**src/design/ila_pkg.sv**
```systemverilog
// ----------------------------------------------------------------------------
// ila_pkg
// Shared types and constants for the interrupt lane allocator.
// ----------------------------------------------------------------------------
package ila_pkg;

  localparam int LANES_DEF  = 32;
  localparam int TILE_SLOTS = 32;
  localparam int LANE_W     = 5;
  localparam int ADDR_W     = 6;
  localparam int PIN_W      = 7;
  localparam int ENTRY_W    = PIN_W + 1;
  localparam int TBL_DEPTH  = 2 * TILE_SLOTS;
  localparam int CFG_W      = 32;
  localparam int CFG_IDX_W  = 2;
  localparam int STATUS_W   = 3;
  localparam int IN_DATA_W  = 16;
  localparam int IN_USER_W  = 2;
  localparam int OUT_DATA_W = 8;

  localparam logic [PIN_W-1:0] FREE_PIN = 7'h7E;
  localparam logic [PIN_W-1:0] MAX_PIN  = 7'd125;

  localparam logic [CFG_IDX_W-1:0] CFG_DUAL_TILE = 2'd0;
  localparam logic [CFG_IDX_W-1:0] CFG_SEC_PRI   = 2'd1;
  localparam logic [CFG_IDX_W-1:0] CFG_SEC_SEC   = 2'd2;

  localparam logic ACT_MAP   = 1'b0;
  localparam logic ACT_UNMAP = 1'b1;

  typedef enum logic [STATUS_W-1:0] {
    ST_OK         = 3'd0,
    ST_LOOKUP     = 3'd1,
    ST_MAPFAIL    = 3'd2,
    ST_NOTMAPPED  = 3'd3,
    ST_SECURITY   = 3'd4
  } status_t;

  typedef enum logic [1:0] {
    S_IDLE,
    S_SCAN,
    S_DECIDE,
    S_DONE
  } state_t;

  typedef struct packed {
    logic pin_hit;
    logic free_hit;
  } cmp_res_t;

endpackage

```
**src/design/interrupt_lane_allocator.sv**
```systemverilog
// ----------------------------------------------------------------------------
// interrupt_lane_allocator
// Maps pins to interrupt lanes of two tiles and unmaps them.
// ----------------------------------------------------------------------------
// A request that fails the tile, pin or secure-pin checks skips the scan and
// goes straight to the done state with a lookup status. Any other request
// scans the tile's lane table one entry per cycle through the table RAM's
// single read port and one lane compare unit, then updates the table if the
// map or unmap succeeds. in_tready returns in the same cycle as out_tvalid.
// The result sits in an output register, so a new request is taken while it
// waits; that request holds its own result, with in_tready low, until the
// register drains. The lane table reads as free after reset through per-entry
// valid bits.
module interrupt_lane_allocator #(
  parameter int LANES = ila_pkg::LANES_DEF
) (
  input  logic                              clk,
  input  logic                              rst_n,
  input  logic                              in_tvalid,
  output logic                              in_tready,
  // [6:0] pin, [7] pin_valid, [8] pin_is_secure, [9] requester_secure,
  // [10] positive_edge, [15:11] zero
  input  logic [ila_pkg::IN_DATA_W-1:0]     in_tdata,
  // [0] action, [1] tile
  input  logic [ila_pkg::IN_USER_W-1:0]     in_tuser,
  output logic                              out_tvalid,
  input  logic                              out_tready,
  // [2:0] status, [7:3] lane
  output logic [ila_pkg::OUT_DATA_W-1:0]    out_tdata,
  input  logic                              cfg_we,
  input  logic [ila_pkg::CFG_IDX_W-1:0]     cfg_addr,
  input  logic [ila_pkg::CFG_W-1:0]         cfg_wdata
);

  localparam int CNT_W  = $clog2(LANES + 1);
  localparam int LANE_W = ila_pkg::LANE_W;
  localparam int PIN_W  = ila_pkg::PIN_W;
  localparam int ADDR_W = ila_pkg::ADDR_W;

  ila_pkg::state_t state_r, state_nxt;

  logic [CNT_W-1:0]  cnt_r, cnt_nxt;
  logic              cmp_vld_r, cmp_vld_nxt;
  logic [LANE_W-1:0] cmp_lane_r, cmp_lane_nxt;
  logic              rd_valid_r;

  logic              action_r, action_nxt;
  logic              tile_r, tile_nxt;
  logic [PIN_W-1:0]  pin_r, pin_nxt;
  logic              req_sec_r, req_sec_nxt;
  logic              pos_r, pos_nxt;

  logic              hit_r, hit_nxt;
  logic [LANE_W-1:0] hit_lane_r, hit_lane_nxt;
  logic              free_r, free_nxt;
  logic [LANE_W-1:0] free_lane_r, free_lane_nxt;

  ila_pkg::status_t  status_r, status_nxt;
  logic [LANE_W-1:0] lane_r, lane_nxt;

  logic              out_tvalid_r, out_tvalid_nxt;
  ila_pkg::status_t  out_status_r, out_status_nxt;
  logic [LANE_W-1:0] out_lane_r, out_lane_nxt;

  logic                      dual_r;
  logic [ila_pkg::CFG_W-1:0] sec_pri_r;
  logic [ila_pkg::CFG_W-1:0] sec_sec_r;

  logic [ila_pkg::TBL_DEPTH-1:0] valid_r;

  logic                        issue;
  logic [ADDR_W-1:0]           raddr;
  logic [ADDR_W-1:0]           waddr;
  logic [ila_pkg::ENTRY_W-1:0] rdata;
  logic                        ram_we;
  logic                        vclr;
  logic [ila_pkg::CFG_W-1:0]   mask_sel;
  ila_pkg::cmp_res_t           cmp_res;
  logic                        out_free;
  logic                        in_fire;
  logic                        precheck_fail;

  assign in_fire  = in_tvalid && in_tready;
  assign out_free = !out_tvalid_r || out_tready;
  assign issue    = (state_r == ila_pkg::S_SCAN) && (cnt_r < CNT_W'(LANES));
  assign raddr    = {tile_r, LANE_W'(cnt_r)};
  assign mask_sel = tile_r ? sec_sec_r : sec_pri_r;

  assign precheck_fail = (in_tuser[1] && !dual_r) ||
                         !in_tdata[7] || (in_tdata[6:0] > ila_pkg::MAX_PIN) ||
                         ((in_tuser[0] == ila_pkg::ACT_MAP) && !in_tdata[9] && in_tdata[8]);

  ila_ram #(
    .WIDTH (ila_pkg::ENTRY_W),
    .DEPTH (ila_pkg::TBL_DEPTH)
  ) u_tbl (
    .clk   (clk),
    .we    (ram_we),
    .waddr (waddr),
    .wdata ({pos_r, pin_r}),
    .raddr (raddr),
    .rdata (rdata)
  );

  ila_lane_cmp u_cmp (
    .entry_valid (rd_valid_r),
    .entry_pin   (rdata[PIN_W-1:0]),
    .req_pin     (pin_r),
    .lane_secure (mask_sel[cmp_lane_r]),
    .req_secure  (req_sec_r),
    .res         (cmp_res)
  );

  always_ff @(posedge clk) begin
    if (!rst_n) begin
      state_r      <= ila_pkg::S_IDLE;
      cnt_r        <= '0;
      cmp_vld_r    <= 1'b0;
      hit_r        <= 1'b0;
      free_r       <= 1'b0;
      out_tvalid_r <= 1'b0;
      dual_r       <= 1'b0;
      sec_pri_r    <= '0;
      sec_sec_r    <= '0;
      valid_r      <= '0;
    end else begin
      state_r      <= state_nxt;
      cnt_r        <= cnt_nxt;
      cmp_vld_r    <= cmp_vld_nxt;
      hit_r        <= hit_nxt;
      free_r       <= free_nxt;
      out_tvalid_r <= out_tvalid_nxt;
      if (cfg_we) begin
        unique case (cfg_addr)
          ila_pkg::CFG_DUAL_TILE: dual_r    <= cfg_wdata[0];
          ila_pkg::CFG_SEC_PRI:   sec_pri_r <= cfg_wdata;
          ila_pkg::CFG_SEC_SEC:   sec_sec_r <= cfg_wdata;
          default: ;
        endcase
      end
      if (ram_we) begin
        valid_r[waddr] <= 1'b1;
      end else if (vclr) begin
        valid_r[waddr] <= 1'b0;
      end
    end
  end

  always_ff @(posedge clk) begin
    rd_valid_r   <= valid_r[raddr];
    cmp_lane_r   <= cmp_lane_nxt;
    action_r     <= action_nxt;
    tile_r       <= tile_nxt;
    pin_r        <= pin_nxt;
    req_sec_r    <= req_sec_nxt;
    pos_r        <= pos_nxt;
    hit_lane_r   <= hit_lane_nxt;
    free_lane_r  <= free_lane_nxt;
    status_r     <= status_nxt;
    lane_r       <= lane_nxt;
    out_status_r <= out_status_nxt;
    out_lane_r   <= out_lane_nxt;
  end

  always_comb begin
    state_nxt      = state_r;
    cnt_nxt        = cnt_r;
    cmp_vld_nxt    = 1'b0;
    cmp_lane_nxt   = LANE_W'(cnt_r);
    action_nxt     = action_r;
    tile_nxt       = tile_r;
    pin_nxt        = pin_r;
    req_sec_nxt    = req_sec_r;
    pos_nxt        = pos_r;
    hit_nxt        = hit_r;
    hit_lane_nxt   = hit_lane_r;
    free_nxt       = free_r;
    free_lane_nxt  = free_lane_r;
    status_nxt     = status_r;
    lane_nxt       = lane_r;
    out_tvalid_nxt = out_tvalid_r && !out_tready;
    out_status_nxt = out_status_r;
    out_lane_nxt   = out_lane_r;
    ram_we         = 1'b0;
    vclr           = 1'b0;
    waddr          = {tile_r, free_lane_r};
    in_tready      = 1'b0;

    unique case (state_r)
      ila_pkg::S_IDLE: begin
        in_tready = 1'b1;
        if (in_fire) begin
          action_nxt  = in_tuser[0];
          tile_nxt    = in_tuser[1];
          pin_nxt     = in_tdata[6:0];
          req_sec_nxt = in_tdata[9];
          pos_nxt     = in_tdata[10];
          cnt_nxt     = '0;
          hit_nxt     = 1'b0;
          free_nxt    = 1'b0;
          lane_nxt    = '0;
          if (precheck_fail) begin
            status_nxt = ila_pkg::ST_LOOKUP;
            state_nxt  = ila_pkg::S_DONE;
          end else begin
            state_nxt = ila_pkg::S_SCAN;
          end
        end
      end
      ila_pkg::S_SCAN: begin
        if (issue) begin
          cnt_nxt     = cnt_r + CNT_W'(1);
          cmp_vld_nxt = 1'b1;
        end
        if (cmp_vld_r) begin
          if (cmp_res.pin_hit && !hit_r) begin
            hit_nxt      = 1'b1;
            hit_lane_nxt = cmp_lane_r;
          end
          if (cmp_res.free_hit && !free_r) begin
            free_nxt      = 1'b1;
            free_lane_nxt = cmp_lane_r;
          end
        end
        if (!issue && !cmp_vld_r) begin
          state_nxt = ila_pkg::S_DECIDE;
        end
      end
      ila_pkg::S_DECIDE: begin
        state_nxt = ila_pkg::S_DONE;
        lane_nxt  = '0;
        if (action_r == ila_pkg::ACT_MAP) begin
          if (hit_r || !free_r) begin
            status_nxt = ila_pkg::ST_MAPFAIL;
          end else begin
            status_nxt = ila_pkg::ST_OK;
            lane_nxt   = free_lane_r;
            ram_we     = 1'b1;
          end
        end else begin
          waddr = {tile_r, hit_lane_r};
          if (!hit_r) begin
            status_nxt = ila_pkg::ST_NOTMAPPED;
          end else if (mask_sel[hit_lane_r] != req_sec_r) begin
            status_nxt = ila_pkg::ST_SECURITY;
          end else begin
            status_nxt = ila_pkg::ST_OK;
            lane_nxt   = hit_lane_r;
            vclr       = 1'b1;
          end
        end
      end
      ila_pkg::S_DONE: begin
        if (out_free) begin
          out_tvalid_nxt = 1'b1;
          out_status_nxt = status_r;
          out_lane_nxt   = lane_r;
          state_nxt      = ila_pkg::S_IDLE;
        end
      end
      default: state_nxt = ila_pkg::S_IDLE;
    endcase
  end

  assign out_tvalid = out_tvalid_r;
  assign out_tdata  = {out_lane_r, out_status_r};

endmodule

```
**src/design/ila_ram.sv**
```systemverilog
// ----------------------------------------------------------------------------
// ila_ram
// Generic single-write, single-read RAM with registered read data.
// ----------------------------------------------------------------------------
module ila_ram #(
  parameter int WIDTH = ila_pkg::ENTRY_W,
  parameter int DEPTH = ila_pkg::TBL_DEPTH
) (
  input  logic                     clk,
  input  logic                     we,
  input  logic [$clog2(DEPTH)-1:0] waddr,
  input  logic [WIDTH-1:0]         wdata,
  input  logic [$clog2(DEPTH)-1:0] raddr,
  output logic [WIDTH-1:0]         rdata
);

  logic [WIDTH-1:0] mem [DEPTH];
  logic [WIDTH-1:0] rdata_r;

  always_ff @(posedge clk) begin
    if (we) begin
      mem[waddr] <= wdata;
    end
    rdata_r <= mem[raddr];
  end

  assign rdata = rdata_r;

endmodule

```
**src/design/ila_lane_cmp.sv**
```systemverilog
// ----------------------------------------------------------------------------
// ila_lane_cmp
// Lane compare unit: checks one table entry for a pin match and for a free
// lane of the requested security.
// ----------------------------------------------------------------------------
module ila_lane_cmp (
  input  logic                       entry_valid,
  input  logic [ila_pkg::PIN_W-1:0]  entry_pin,
  input  logic [ila_pkg::PIN_W-1:0]  req_pin,
  input  logic                       lane_secure,
  input  logic                       req_secure,
  output ila_pkg::cmp_res_t          res
);

  logic entry_free;

  // invalid entries read as the free code
  assign entry_free   = !entry_valid || (entry_pin == ila_pkg::FREE_PIN);
  assign res.pin_hit  = entry_valid && (entry_pin == req_pin);
  assign res.free_hit = entry_free && (lane_secure == req_secure);

endmodule

```
**config.mk**
```make
export PLATFORM = sky130hd
export DESIGN_NAME = interrupt_lane_allocator
export DESIGN_NICKNAME = d
export VERILOG_FILES = /design/src/design/ila_pkg.sv /design/src/design/interrupt_lane_allocator.sv /design/src/design/ila_ram.sv /design/src/design/ila_lane_cmp.sv
export SDC_FILE = /design/constraint.sdc
export NUM_CORES = 1
export LEC_CHECK = 0
export BUFFER_PORTS_ARGS = -buffer_cell sky130_fd_sc_hd__clkbuf_2
export CORE_MARGIN = 4
export CORE_UTILIZATION = 55
export CTS_CLUSTER_DIAMETER = 50
export DETAILED_ROUTE_END_ITERATION = 12
export PLACE_DENSITY = 0.83
export SLEW_MARGIN = 40
export SYNTH_ARGS = -nofsm -noshare
export SYNTH_HDL_FRONTEND = slang
export SYNTH_SLANG_ARGS = --single-unit
```
**constraint.sdc**
```tcl
create_clock -name clk -period 6 [get_ports clk]
set_clock_uncertainty 0.15 [all_clocks]
set_input_delay 0.3 -clock clk [delete_from_list [all_inputs] [get_ports clk]]
set_output_delay 0.3 -clock clk [all_outputs]
set_load 0.02 [all_outputs]
```
==> impl_metrics.tcl <==
set metrics [dict create \
    synth_cell_type_count 50 \
    worstSetupStartpointType "register" \
    rsz0062_at_grt "false" \
    multi_input_area_um2 8197 \
    instances_no_fill 2388 \
    synth-warning-count 0 \
    utilization_pct 63.63 \
    synth_top_area_share_pct 55.23 \
    fin_hold_ws_ps 72.13 \
    worstPathRequired_ps 6080 \
    place_hpwl_mm 38.73 \
    period_needed_ps 4150 \
    timing.fmax_mhz 240.9 \
    crit_type "reg2reg" \
    syn_nets 1708 \
    power.leakage_nw 9.225 \
    cts.reportedPaths.clkPinSlew_ps 60 \
    worstSkewPairLatency_ps 610 \
    start_util_pct 56.05 \
    drt-initial-drc-count 3290 \
    avgSynthCellArea_um2 15.99 \
    num_rows 79 \
    drive_gt1_share_pct 22.52 \
    clkSinkCount 638 \
    finalSetupViolCount 0 \
    synth_most_common_cell "edfxtp_1" \
    nets 1792 \
    cp-end-kind "register" \
    first_global_vias 16683 \
    tritoncts "built" \
    drc 0 \
    portBuffers 60 \
    htree_levels 3 \
    final_area_um2 29870 \
    die_w_um 226.7 \
    core_um2 46950 \
    numCtsBuffers 66 \
    slew_headroom_pct 42.99 \
    status "finished clean" \
    yosysTopAreaCell "edfxtp_1" \
    hold_viol_final 0 \
    num_vias 16811 \
    viasPerCell 7.040 \
    dp.cells 2221 \
    cp_max_fo 16 \
    tns_ps 0 \
    placed_cell_area_um2 27130 \
    arrival_ps 4230 \
    synth_area_leaders "edfxtp_1 55%, mux4_2 17%, dfxtp_1 12%, nand2_1 2.6%, o22ai_1 1.5%" \
    ir_drop_uv 249.1 \
    synth_area_um2 26320 \
    grt_pass1_wl_mm 106.4 \
    grt_overflow_total 0 \
    die-area_um2 51410 \
    synth_ff_type "edfxtp_1" \
    die_y_um 226.7 \
    routabilityCongestion 0.8151 \
    boundaryPins 67 \
    antenna_left 0 \
    synth_common_cells "484 x edfxtp_1, 193 x mux4_2, 184 x nand2_1, 154 x dfxtp_1, 86 x nor2_1" \
    period_share_pct 69.17 \
    ys_seq_area_share_pct 66.95 \
    antenna_found_initial 0 \
    ys_seq_elements 638 \
    cts-resized-gates 0 \
    n_antenna_cell 0 \
    maxCapViolations 0 \
    hp-class "in2reg" \
    cts_root_buf "clkbuf_16" \
    wl_per_cell_um 29.64 \
    powerDensity_nw_per_um2 352.1 \
    synth-edff-count 484 \
    worst_pin_slew_ps 852.0 \
    grt_max_degree 76 \
    num-fill-cells 2979 \
    first_pass_iters 6 \
    synth_async_sr_flop_share_pct 0 \
    clk_path_buf_depth 3 \
    track_usage_pct 27.65 \
    slew_viol_final 0 \
    drt-total-wl_mm 70.78 \
    area_growth_pct 13.52 \
    postSynthCellCount 1646 \
    register_area_um2 17630 \
]
-- kinds of logic (layout without fill, tap and decap cells) --
logic type                 after synthesis  in the layout  share of synthesized area [%]
AOI/OAI and AO/OA                      234            234                          5.839
xor gates and xnor gates                13             13                         0.4327
adders and majority gates                5              5                         0.2377
buffers and inverters                  123            258                          1.959
DFF                                    638            638                          66.95
muxes                                  226            226                          17.78
and+or+nand+nor                        407            407                          6.809
-- critical path, stage by stage (launching register included) --
cell and delay, ps:
dfxtp_1 400, inv_1 90, ha_1 300, nand2_1 390, mux2i_1 720, nand3_1 780, nor2_1 920
-- power breakdown --
group | internal [W] | total, W | switching, W
clock | 0.00249 | 0.00424 | 0.00175
combinational | 0.000447 | 0.00120 | 0.000755
sequential | 0.00498 | 0.00508 | 0.0000952
total | 0.00792 | 0.0105 | 0.00260
-- cell usage in the layout (no fill, tap or decap), types with 6 or more instances in the layout --
master / n
edfxtp_1: 484
mux4_2: 193
nand2_1: 184
dfxtp_1: 148
nor2_1: 85
a21oi_1: 72
clkbuf_16: 70
nor3_1: 68
o22ai_1: 64
clkbuf_2: 60
dlygate4sd3_1: 45
o311ai_0: 32
o211ai_1: 32
mux2i_1: 31
buf_4: 19
nand3_1: 18
clkbuf_1: 11
clkinv_2: 10
nand2b_1: 9
a22oi_1: 9
inv_1: 7
nor2b_1: 7
xnor2_1: 7
clkinv_1: 7
bufinv_16: 7
and3_1: 6
nand3b_1: 6
xor2_1: 6
nand4_1: 6
o21ai_0: 6
-- area by class of cell --
cell class | instances | share of cell area [%]
clock buffer | 84 | 6.140
clock inverter | 35 | 1.349
inverter | 8 | 0.1089
multi-input combinational | 885 | 27.44
sequential | 638 | 59.02
tap | 607 | 2.542
timing repair buffer | 131 | 3.401
-- routing by layer --
metal	wire length, um	global-route usage [%]	part of all wire (%)	up-vias
met4	3696	11.08	5.2	0
met3	8217	6.538	12	310
met5	0	0	0	-
li1	-	-	-	6740
met2	34140	44.73	48	1401
met1	24730	36.73	35	8360
-- through the flow --
step	setup WS, ps	power [W]
after floorplan	2939	0.005919
after global placement	2108	0.006227
after detailed placement	2054	0.006296
after CTS	2002	0.01052
after global routing	1704	0.01081
final	1850	0.01052
-- final timing paths --
path | cells past startpoint | start | slack [ps] | end
hold reg to reg | 0 | status_r[2] | 280 | out_status_r[2]
setup reg to reg | 6 | state_r[0] | 1850 | u_tbl.mem[32][0]
hold / removal | 4 | in_tvalid | 70 | hit_r
setup / recovery | 6 | state_r[0] | 1850 | u_tbl.mem[32][0]
-- repair_timing --
action	CTS	global route
hold buffers	45	0
endpoints found under the hold margin	76	0
buffers inserted	0	0
Note: power is estimated with default switching activity, not from simulation.
